[src/rtl/escnd_pkg.sv]
package escnd_pkg;

  // Characters the decoder reacts to
  localparam logic [7:0] CH_HASH  = 8'h23;
  localparam logic [7:0] CH_AMP   = 8'h26;
  localparam logic [7:0] CH_QUOTE = 8'h22;
  localparam logic [7:0] CH_SPACE = 8'h20;
  localparam logic [7:0] CH_0     = 8'h30;
  localparam logic [7:0] CH_9     = 8'h39;
  localparam logic [7:0] CH_UA    = 8'h41;
  localparam logic [7:0] CH_UF    = 8'h46;
  localparam logic [7:0] CH_LA    = 8'h61;
  localparam logic [7:0] CH_LF    = 8'h66;

  // Escape kinds
  localparam logic [1:0] KIND_NONE = 2'd0;
  localparam logic [1:0] KIND_HEX  = 2'd1;
  localparam logic [1:0] KIND_DEC  = 2'd2;

  // Error codes
  localparam logic [1:0] ERR_OK  = 2'd0;
  localparam logic [1:0] ERR_HEX = 2'd1;
  localparam logic [1:0] ERR_DEC = 2'd2;

  // Most results one character can cause
  localparam int MAX_RES = 3;

  typedef struct packed {
    logic       outside_quotes;
    logic       quote_seen;
    logic [1:0] escape_kind;
    logic [1:0] escape_fill;
    logic       error_hold;
  } state_t;

  localparam state_t ST_RESET = '{
    outside_quotes: 1'b1,
    quote_seen:     1'b0,
    escape_kind:    KIND_NONE,
    escape_fill:    2'd0,
    error_hold:     1'b0
  };

  typedef struct packed {
    logic [7:0] out_byte;
    logic       byte_valid;
    logic [1:0] error_code;
  } result_t;

  // Outcome of the ordinary rules on one character
  typedef struct packed {
    logic emit;
    logic outside_quotes;
    logic quote_seen;
  } plain_t;

  typedef struct packed {
    logic       ok;
    logic [3:0] val;
  } digit_t;

  // Ordinary rules: quote toggling and doubling, space dropping.
  // When emit is set the emitted byte is always the character itself.
  function automatic plain_t plain_char(logic oq, logic qs, logic [7:0] c);
    plain_t p;
    p.emit           = 1'b0;
    p.outside_quotes = oq;
    p.quote_seen     = 1'b0;
    if (qs && c == CH_QUOTE) begin
      p.outside_quotes = ~oq;
      p.emit           = 1'b1;
    end else if (c == CH_QUOTE) begin
      p.outside_quotes = ~oq;
      p.quote_seen     = 1'b1;
    end else if (!(c == CH_SPACE && oq)) begin
      p.emit = 1'b1;
    end
    return p;
  endfunction

  function automatic digit_t hex_digit(logic [7:0] c);
    digit_t d;
    d.ok  = 1'b1;
    d.val = 4'd0;
    if (c inside {[CH_0:CH_9]}) begin
      d.val = 4'(c - CH_0);
    end else if (c inside {[CH_UA:CH_UF]}) begin
      d.val = 4'(c - CH_UA + 8'd10);
    end else if (c inside {[CH_LA:CH_LF]}) begin
      d.val = 4'(c - CH_LA + 8'd10);
    end else begin
      d.ok = 1'b0;
    end
    return d;
  endfunction

  function automatic digit_t dec_digit(logic [7:0] c);
    digit_t d;
    d.ok  = 1'b0;
    d.val = 4'd0;
    if (c inside {[CH_0:CH_9]}) begin
      d.ok  = 1'b1;
      d.val = 4'(c - CH_0);
    end
    return d;
  endfunction

endpackage

[src/rtl/escape_number_decoder.sv]
// Command line escape decoder. One character enters per transfer on the
// s_ side with s_tlast on the last character of a line; decoded results
// leave on the m_ side. Each character yields zero to three results, and
// the result buffer sends one result per cycle while m_tready is high, so
// a character that yields several results holds the input until its last
// result is sent, and one that yields at most one keeps the stream at one
// character per cycle. m_tuser marks the last result caused by a
// character, m_tlast the final result of a line; a line always ends with
// at least one result, a marker-only one (byte_valid low, error_code zero)
// when nothing else came out.
module escape_number_decoder (
  input  logic        clk,
  input  logic        rst,
  input  logic        s_tvalid,
  output logic        s_tready,
  input  logic [7:0]  s_tdata,   // [7:0] in_char
  input  logic        s_tlast,
  output logic        m_tvalid,
  input  logic        m_tready,
  output logic [15:0] m_tdata,   // [7:0] out_byte, [8] byte_valid, [10:9] error_code
  output logic        m_tlast,
  output logic        m_tuser    // [0] run_last
);

  logic       in_valid;
  logic [7:0] in_char;
  logic       in_end;
  logic       take;
  logic       free;
  logic [1:0] res_cnt;
  escnd_pkg::result_t [escnd_pkg::MAX_RES-1:0] res;

  // Input register moves into the result buffer when that frees up
  assign take     = in_valid && free;
  assign s_tready = !in_valid || take;

  always_ff @(posedge clk) begin
    if (rst) begin
      in_valid <= 1'b0;
    end else if (s_tvalid && s_tready) begin
      in_valid <= 1'b1;
    end else if (take) begin
      in_valid <= 1'b0;
    end
  end

  always_ff @(posedge clk) begin
    if (s_tvalid && s_tready) begin
      in_char <= s_tdata;
      in_end  <= s_tlast;
    end
  end

  escnd_step u_step (
    .clk      (clk),
    .rst      (rst),
    .take     (take),
    .in_char  (in_char),
    .line_end (in_end),
    .res      (res),
    .res_cnt  (res_cnt)
  );

  escnd_outq u_outq (
    .clk      (clk),
    .rst      (rst),
    .load     (take),
    .res_in   (res),
    .cnt_in   (res_cnt),
    .eol_in   (in_end),
    .free     (free),
    .m_tvalid (m_tvalid),
    .m_tready (m_tready),
    .m_tdata  (m_tdata),
    .m_tlast  (m_tlast),
    .m_tuser  (m_tuser)
  );

endmodule

[src/rtl/escnd_step.sv]
module escnd_step (
  input  logic                                         clk,
  input  logic                                         rst,
  input  logic                                         take,
  input  logic [7:0]                                   in_char,
  input  logic                                         line_end,
  output escnd_pkg::result_t [escnd_pkg::MAX_RES-1:0]  res,
  output logic [1:0]                                   res_cnt
);

  escnd_pkg::state_t st;
  escnd_pkg::state_t st_next;
  logic [7:0]        escape_chars [2];

  escnd_pkg::plain_t p0, p1, p2, pc;
  escnd_pkg::digit_t h0, h1, d0, d1, d2;
  logic [9:0]        dec_sum;
  logic              finishing;
  logic              stash;
  logic [2:0]        cand_emit;
  escnd_pkg::result_t [2:0] cand;
  logic [1:0]        n;

  always_comb begin
    st_next   = st;
    cand_emit = 3'b000;
    cand      = '0;
    stash     = 1'b0;
    res       = '0;
    n         = 2'd0;

    // Digit decoders and the decimal value
    h0 = escnd_pkg::hex_digit(escape_chars[0]);
    h1 = escnd_pkg::hex_digit(in_char);
    d0 = escnd_pkg::dec_digit(escape_chars[0]);
    d1 = escnd_pkg::dec_digit(escape_chars[1]);
    d2 = escnd_pkg::dec_digit(in_char);
    dec_sum = 10'(d0.val) * 10'd100 + 10'(d1.val) * 10'd10 + 10'(d2.val);

    finishing = (st.escape_kind == escnd_pkg::KIND_HEX) ? (st.escape_fill >= 2'd1)
                                                        : (st.escape_fill >= 2'd2);

    // Replay chain for a line that ends inside an escape
    p0 = escnd_pkg::plain_char(st.outside_quotes, st.quote_seen,
                               (st.escape_kind == escnd_pkg::KIND_HEX) ?
                               escnd_pkg::CH_HASH : escnd_pkg::CH_AMP);
    p1 = (st.escape_fill == 2'd1) ?
         escnd_pkg::plain_char(p0.outside_quotes, p0.quote_seen, escape_chars[0]) : p0;
    p2 = escnd_pkg::plain_char(p1.outside_quotes, p1.quote_seen, in_char);

    // Ordinary rules on the current character
    pc = escnd_pkg::plain_char(st.outside_quotes, st.quote_seen, in_char);

    if (st.error_hold) begin
      // rest of the line is ignored
    end else if (st.escape_kind != escnd_pkg::KIND_NONE) begin
      if (finishing) begin
        cand_emit[0] = 1'b1;
        if (st.escape_kind == escnd_pkg::KIND_HEX) begin
          if (h0.ok && h1.ok) begin
            cand[0] = '{out_byte: {h0.val, h1.val}, byte_valid: 1'b1,
                        error_code: escnd_pkg::ERR_OK};
          end else begin
            cand[0] = '{out_byte: 8'd0, byte_valid: 1'b0, error_code: escnd_pkg::ERR_HEX};
            st_next.error_hold = 1'b1;
          end
        end else begin
          if (d0.ok && d1.ok && d2.ok) begin
            cand[0] = '{out_byte: dec_sum[7:0], byte_valid: 1'b1,
                        error_code: escnd_pkg::ERR_OK};
          end else begin
            cand[0] = '{out_byte: 8'd0, byte_valid: 1'b0, error_code: escnd_pkg::ERR_DEC};
            st_next.error_hold = 1'b1;
          end
        end
        st_next.escape_kind = escnd_pkg::KIND_NONE;
        st_next.escape_fill = 2'd0;
      end else if (line_end) begin
        // marker, buffered digit, current character by the ordinary rules
        cand_emit[0] = p0.emit;
        cand[0]      = '{out_byte: (st.escape_kind == escnd_pkg::KIND_HEX) ?
                         escnd_pkg::CH_HASH : escnd_pkg::CH_AMP,
                         byte_valid: 1'b1, error_code: escnd_pkg::ERR_OK};
        cand_emit[1] = (st.escape_fill == 2'd1) && p1.emit;
        cand[1]      = '{out_byte: escape_chars[0], byte_valid: 1'b1,
                         error_code: escnd_pkg::ERR_OK};
        cand_emit[2] = p2.emit;
        cand[2]      = '{out_byte: in_char, byte_valid: 1'b1, error_code: escnd_pkg::ERR_OK};
      end else begin
        stash               = 1'b1;
        st_next.escape_fill = st.escape_fill + 2'd1;
      end
    end else begin
      if (!(st.quote_seen && in_char == escnd_pkg::CH_QUOTE) &&
          (in_char == escnd_pkg::CH_HASH || in_char == escnd_pkg::CH_AMP) &&
          st.outside_quotes && !line_end) begin
        // start of an escape
        st_next.quote_seen  = 1'b0;
        st_next.escape_kind = (in_char == escnd_pkg::CH_HASH) ?
                              escnd_pkg::KIND_HEX : escnd_pkg::KIND_DEC;
        st_next.escape_fill = 2'd0;
      end else begin
        cand_emit[0]           = pc.emit;
        cand[0]                = '{out_byte: in_char, byte_valid: 1'b1,
                                   error_code: escnd_pkg::ERR_OK};
        st_next.outside_quotes = pc.outside_quotes;
        st_next.quote_seen     = pc.quote_seen;
      end
    end

    // Pack the emitted candidates in order
    for (int i = 0; i < 3; i++) begin
      if (cand_emit[i]) begin
        res[n] = cand[i];
        n      = n + 2'd1;
      end
    end

    // Line end: marker-only result if nothing came out, then back to reset
    if (line_end) begin
      if (n == 2'd0) begin
        res[0] = '{out_byte: 8'd0, byte_valid: 1'b0, error_code: escnd_pkg::ERR_OK};
        n      = 2'd1;
      end
      st_next = escnd_pkg::ST_RESET;
    end
    res_cnt = n;
  end

  // Decoder state
  always_ff @(posedge clk) begin
    if (rst) begin
      st <= escnd_pkg::ST_RESET;
    end else if (take) begin
      st <= st_next;
    end
  end

  // Digit buffer, no reset
  always_ff @(posedge clk) begin
    if (take && stash) begin
      escape_chars[st.escape_fill[0]] <= in_char;
    end
  end

  a_eol_clears: assert property (@(posedge clk) disable iff (rst)
    take && line_end |=> st == escnd_pkg::ST_RESET)
    else $error("state not back to reset after line end");

  a_eol_has_result: assert property (@(posedge clk) disable iff (rst)
    take && line_end |-> res_cnt != 2'd0)
    else $error("line end produced no result");

  a_held_after_error: assert property (@(posedge clk) disable iff (rst)
    take && st.error_hold |-> st_next.error_hold || line_end)
    else $error("error hold dropped inside a line");

endmodule

[src/rtl/escnd_outq.sv]
module escnd_outq (
  input  logic                                         clk,
  input  logic                                         rst,
  input  logic                                         load,
  input  escnd_pkg::result_t [escnd_pkg::MAX_RES-1:0]  res_in,
  input  logic [1:0]                                   cnt_in,
  input  logic                                         eol_in,
  output logic                                         free,
  output logic                                         m_tvalid,
  input  logic                                         m_tready,
  output logic [15:0]                                  m_tdata,
  output logic                                         m_tlast,
  output logic                                         m_tuser
);

  escnd_pkg::result_t [escnd_pkg::MAX_RES-1:0] res;
  logic [1:0] cnt;
  logic [1:0] idx;
  logic       eol;
  logic       last;
  escnd_pkg::result_t cur;

  // Current result and its markers
  assign last     = (idx == cnt - 2'd1);
  assign cur      = res[idx];
  assign m_tvalid = (cnt != 2'd0);
  assign m_tdata  = {5'd0, cur.error_code, cur.byte_valid, cur.out_byte};
  assign m_tuser  = last;
  assign m_tlast  = last && eol;
  assign free     = (cnt == 2'd0) || (m_tready && last);

  // Control: result count and read position
  always_ff @(posedge clk) begin
    if (rst) begin
      cnt <= 2'd0;
      idx <= 2'd0;
    end else if (load) begin
      cnt <= cnt_in;
      idx <= 2'd0;
    end else if (m_tvalid && m_tready) begin
      if (last) begin
        cnt <= 2'd0;
        idx <= 2'd0;
      end else begin
        idx <= idx + 2'd1;
      end
    end
  end

  // Result payload
  always_ff @(posedge clk) begin
    if (load) begin
      res <= res_in;
      eol <= eol_in;
    end
  end

  a_idx_in_range: assert property (@(posedge clk) disable iff (rst)
    m_tvalid |-> idx < cnt)
    else $error("read position past result count");

  a_eol_is_run_end: assert property (@(posedge clk) disable iff (rst)
    m_tvalid && m_tlast |-> m_tuser)
    else $error("end of line not on last result of its character");

endmodule

[config.mk]
export PLATFORM = sky130hd
export DESIGN_NAME = escape_number_decoder
export DESIGN_NICKNAME = d
export VERILOG_FILES = /design/src/rtl/escnd_pkg.sv /design/src/rtl/escape_number_decoder.sv /design/src/rtl/escnd_step.sv /design/src/rtl/escnd_outq.sv
export SDC_FILE = /design/constraint.sdc
export NUM_CORES = 1
export LEC_CHECK = 0
export BUFFER_PORTS_ARGS = -buffer_cell sky130_fd_sc_hd__buf_2
export CAP_MARGIN = 20
export CORE_MARGIN = 1
export CORE_UTILIZATION = 30
export CTS_CLUSTER_SIZE = 20
export DETAILED_ROUTE_END_ITERATION = 10
export HOLD_SLACK_MARGIN = 0.1
export PLACE_DENSITY = 0.49
export SYNTH_ARGS = -nofsm -noshare
export SYNTH_HDL_FRONTEND = slang
export SYNTH_HIERARCHICAL = 1
export SYNTH_SLANG_ARGS = --single-unit
[constraint.sdc]
create_clock -name clk -period 4.3 [get_ports clk]
set_input_delay 0.43 -clock clk [delete_from_list [all_inputs] [get_ports clk]]
set_output_delay 0.43 -clock clk [all_outputs]
set_load 0.01 [all_outputs]
==> metrics.md <==
| Metric | Value |
|---|---|
| Outcome | `complete, no violations` |
| Hold Fails Final Rpt | `0` |
| Static leakage | `2.200 nW` |
| Antenna cells | `0` |
| All-layer global routing usage | `between 10% and 20%` |
| # port buffers | `27` |
| Endpoints failing setup | `0` |
| Final GP Congestion | `about 0.89` |
| Syn avg cell area | `between 10 and 15 sq um` |
| DR DRC count | `0` |
| Clk slew on worst S/H paths | `around 0.06 ns` |
| Nets | `approximately 560` |
| Synth top cells by count | `edfxtp_1 (59), nand2_1 (43), ha_1 (35), inv_1 (30)` |
| Synth Register Bits | `71` |
| First-pass GRT wire length | `18,930 um` |
| Synth Cell Area | `~4800 sq um` |
| Root Driver | `clkbuf_16` |
| Vias | `around 3,600` |
| Core ar. | `about 15,000 sq um` |
| Crit path time final | `between 3 and 4 ns` |
| Primary FF master, synth | `edfxtp_1` |
| Routed Antenna Nets | `0` |
| Routed wire length | `between 10,000 and 15,000 um` |
| DR pass1 iterations | `5` |
| Die Span X | `between 100 and 150 um` |
| Clock latency on the worst-skew pair | `~0.34 ns` |
| Power per Cell Area | `around 310 nW/um^2` |
| Yosys cell types | `71` |
| Max Freq | `roughly 250 MHz` |
| Most common cell in the synthesized netlist | `edfxtp_1` |
| Area Overhead vs Synth | `15.84%` |
| Critical Path RT | `approximately 4.4 ns` |
| Worst vdd ir | `around 0.00023 V` |
| Worst clock skew | `0.008533 ns` |
| Cell mode on critical path | `or4_4` |
| Mapped Cells | `468` |
| Largest area contributor in the synthesized netlist | `edfxtp_1` |
| Ys async rst share | `0%` |
| Grt ovf | `0` |
| Share of cells above drive strength 1 | `between 10% and 20%` |
| Clock buffer depth | `2` |
| Critical Path Source Type | `flop` |
| Final cycle utilization of the critical path | `about 93%` |
| Detailed Place HPWL | `between 9000 and 10,000 um` |
| Synth Warn # | `6` |
| Vias in the first global route | `roughly 3,400` |
| Placed Area | `around 5200 sq um` |
| Io pins | `33` |
| Kind of critical path | `reg -> reg` |
| Chip Height | `between 100 and 150 um` |
| Critical Path Sink Type | `flop` |
| Avg Vias per Cell | `just under 5` |
| CP cell instances | `or4_4 -> or4_4 -> a311oi_2 -> nor2_1 -> fa_1 -> or4_2 -> nand2_1 -> o32ai_1` |
| Worst path arrival time | `between 4 and 5 ns` |
| Design Area, Final | `~5500 sq um` |
| Max_cap viols | `0` |
| Clock sink count | `71` |
| Register area share after synthesis | `42.16%` |
| Final Max Tran Viols | `0` |
| Die Footprint | `~16,000 sq um` |
| Worst Hold Class | `in -> reg` |
| CTS tree | `built` |
| Slowest CP cell | `or4_2` |
| Post-synth top area share | `37.13%` |
| Number of flops mapped to enable cells by yosys | `59` |
| DR WL/cell | `approximately 17 um` |
| Slew HR | `between 40% and 50%` |
| Crit-path max FO | `6` |
| Initial Util | `a little under a third` |
| # rows | `45` |
| Initial DRC count | `250` |
| H-tree Lvls | `3` |
| Slew @ Worst Pin | `approximately 0.84 ns` |
| TNS Setup | `0 ns` |
| Initial antenna violation count | `0` |
| CTS buffer count | `9` |
| # Post-CTS Setup Buffers | `0` |
| Peak per-stage delay on the critical path | `~0.75 ns` |
| Largest net degree at the start of global routing | `just over 40` |
| Cells taking the most area after synthesis | `edfxtp_1 (37%), ha_1 (9.2%), dfxtp_1 (5.0%)` |
| RSZ-0062 raised after global routing | `false` |
## area by class of cell
type	count	area, sq um
repair buffers	48	292.8
multi-input cells	350	2532
fillers	1574	9843
flip-flops and latches	71	2012
clock inverters	5	81.33
well taps	211	264.0
clock buffers	11	232.7
inverters	30	112.6
## critical path: cells and delay by family (launching register included)
| kind | cells | cell delay (ns) |
|---|---|---|
| flip-flops | 1 | 0.49 |
| AO/OA/AOI/OAI | 2 | 0.47 |
| AND/OR/NAND/NOR | 5 | 2.28 |
| adder cells (fa/ha/maj) | 1 | 0.48 |
## metrics by stage
stage | hold slack (ns) | std cells | worst slack (ns) | power [mW] | utilization, %
after detailed placement | 0.4848 | 710 | 0.2347 | 0.9538 | 33.88
after global routing | 0.2509 | 726 | 0.05708 | 1.786 | 35.96
after global placement | 0.4784 | 710 | 0.3420 | 0.9523 | 33.88
after floorplan | 0.4244 | 475 | 0.5520 | 0.8981 | -
final | 0.2690 | 726 | 0.3179 | 1.719 | 35.96
after CTS | 0.2512 | 726 | 0.2195 | 1.744 | 35.92
## registers in the layout, summed over array words and instances (netlist names)
signal / cells
u_outq/res: 33
u_step/escape_chars: 16
in_char: 8
u_step/st: 7
u_outq/cnt: 2
u_outq/idx: 2
in_end: 1
in_valid: 1
u_outq/eol: 1
## metal layers
layer  GRT usage (%)  routed length, um  vias to the layer above
met5               0                  0                        -
met4           6.228                240                        0
met3           3.464                546                       17
met2           24.58               5589                       94
met1           20.65               5773                     1716
li1                -                  -                     1771
## report_power, final
group          switching [mW]  internal, mW  leakage (nW)
Combinational          0.0956        0.0574          1.40
Sequential             0.0141         0.773         0.652
Clock                   0.271         0.509         0.152
Total                   0.380          1.34          2.20
## what timing repair did
action,CTS,global route
hold buffers,0,0
endpoints found under the setup margin,0,1
endpoints found under the hold margin,0,0
gates resized for setup,0,1
## kinds of logic (layout without fill, tap and decap cells)
| logic type | count (synthesis) | after routing | synth area share (%) |
|---|---|---|---|
| AO/OA/AOI/OAI | 103 | 103 | 14.47 |
| XOR/XNOR | 12 | 12 | 2.517 |
| adder cells (fa/ha/maj) | 40 | 40 | 11.27 |
| buffers and inverters | 54 | 94 | 5.453 |
| flip-flops | 71 | 71 | 42.16 |
| multiplexers | 26 | 26 | 5.506 |
| other | 2 | 9 | 0.1574 |
| AND/OR/NAND/NOR | 160 | 160 | 18.46 |
## placed cells by master, fill, tap and decap left out, types with 4 or more instances in the layout
cell        n
a211oi_1    4
a21o_1      6
a21oi_1    27
and2_1     19
and3_1      7
buf_2      27
buf_4      21
clkbuf_16   9
conb_1      9
dfxtp_1    12
edfxtp_1   59
fa_1        5
ha_1       35
inv_1      30
mux2i_1    24
nand2_1    43
nand2b_1   11
nand3_1    11
nand4_1     4
nor2_1     21
nor2b_1     4
nor3_1      5
o211ai_1    4
o21ai_0    27
o31ai_1     5
or2_2       5
or3_1       4
xnor2_1     7
## worst paths after layout
kind	slack, ns	startpoint	depth (start not counted)	to
max	0.32	u_step/escape_chars[0][3]	8	u_outq/res[9]
min reg2reg	0.49	u_outq/cnt[1]	2	u_outq/cnt[1]
max reg2reg	0.32	u_step/escape_chars[0][3]	8	u_outq/res[9]
min	0.27	s_tdata[0]	1	in_char[0]
No activity file was read; power rests on OpenSTA's default activity.
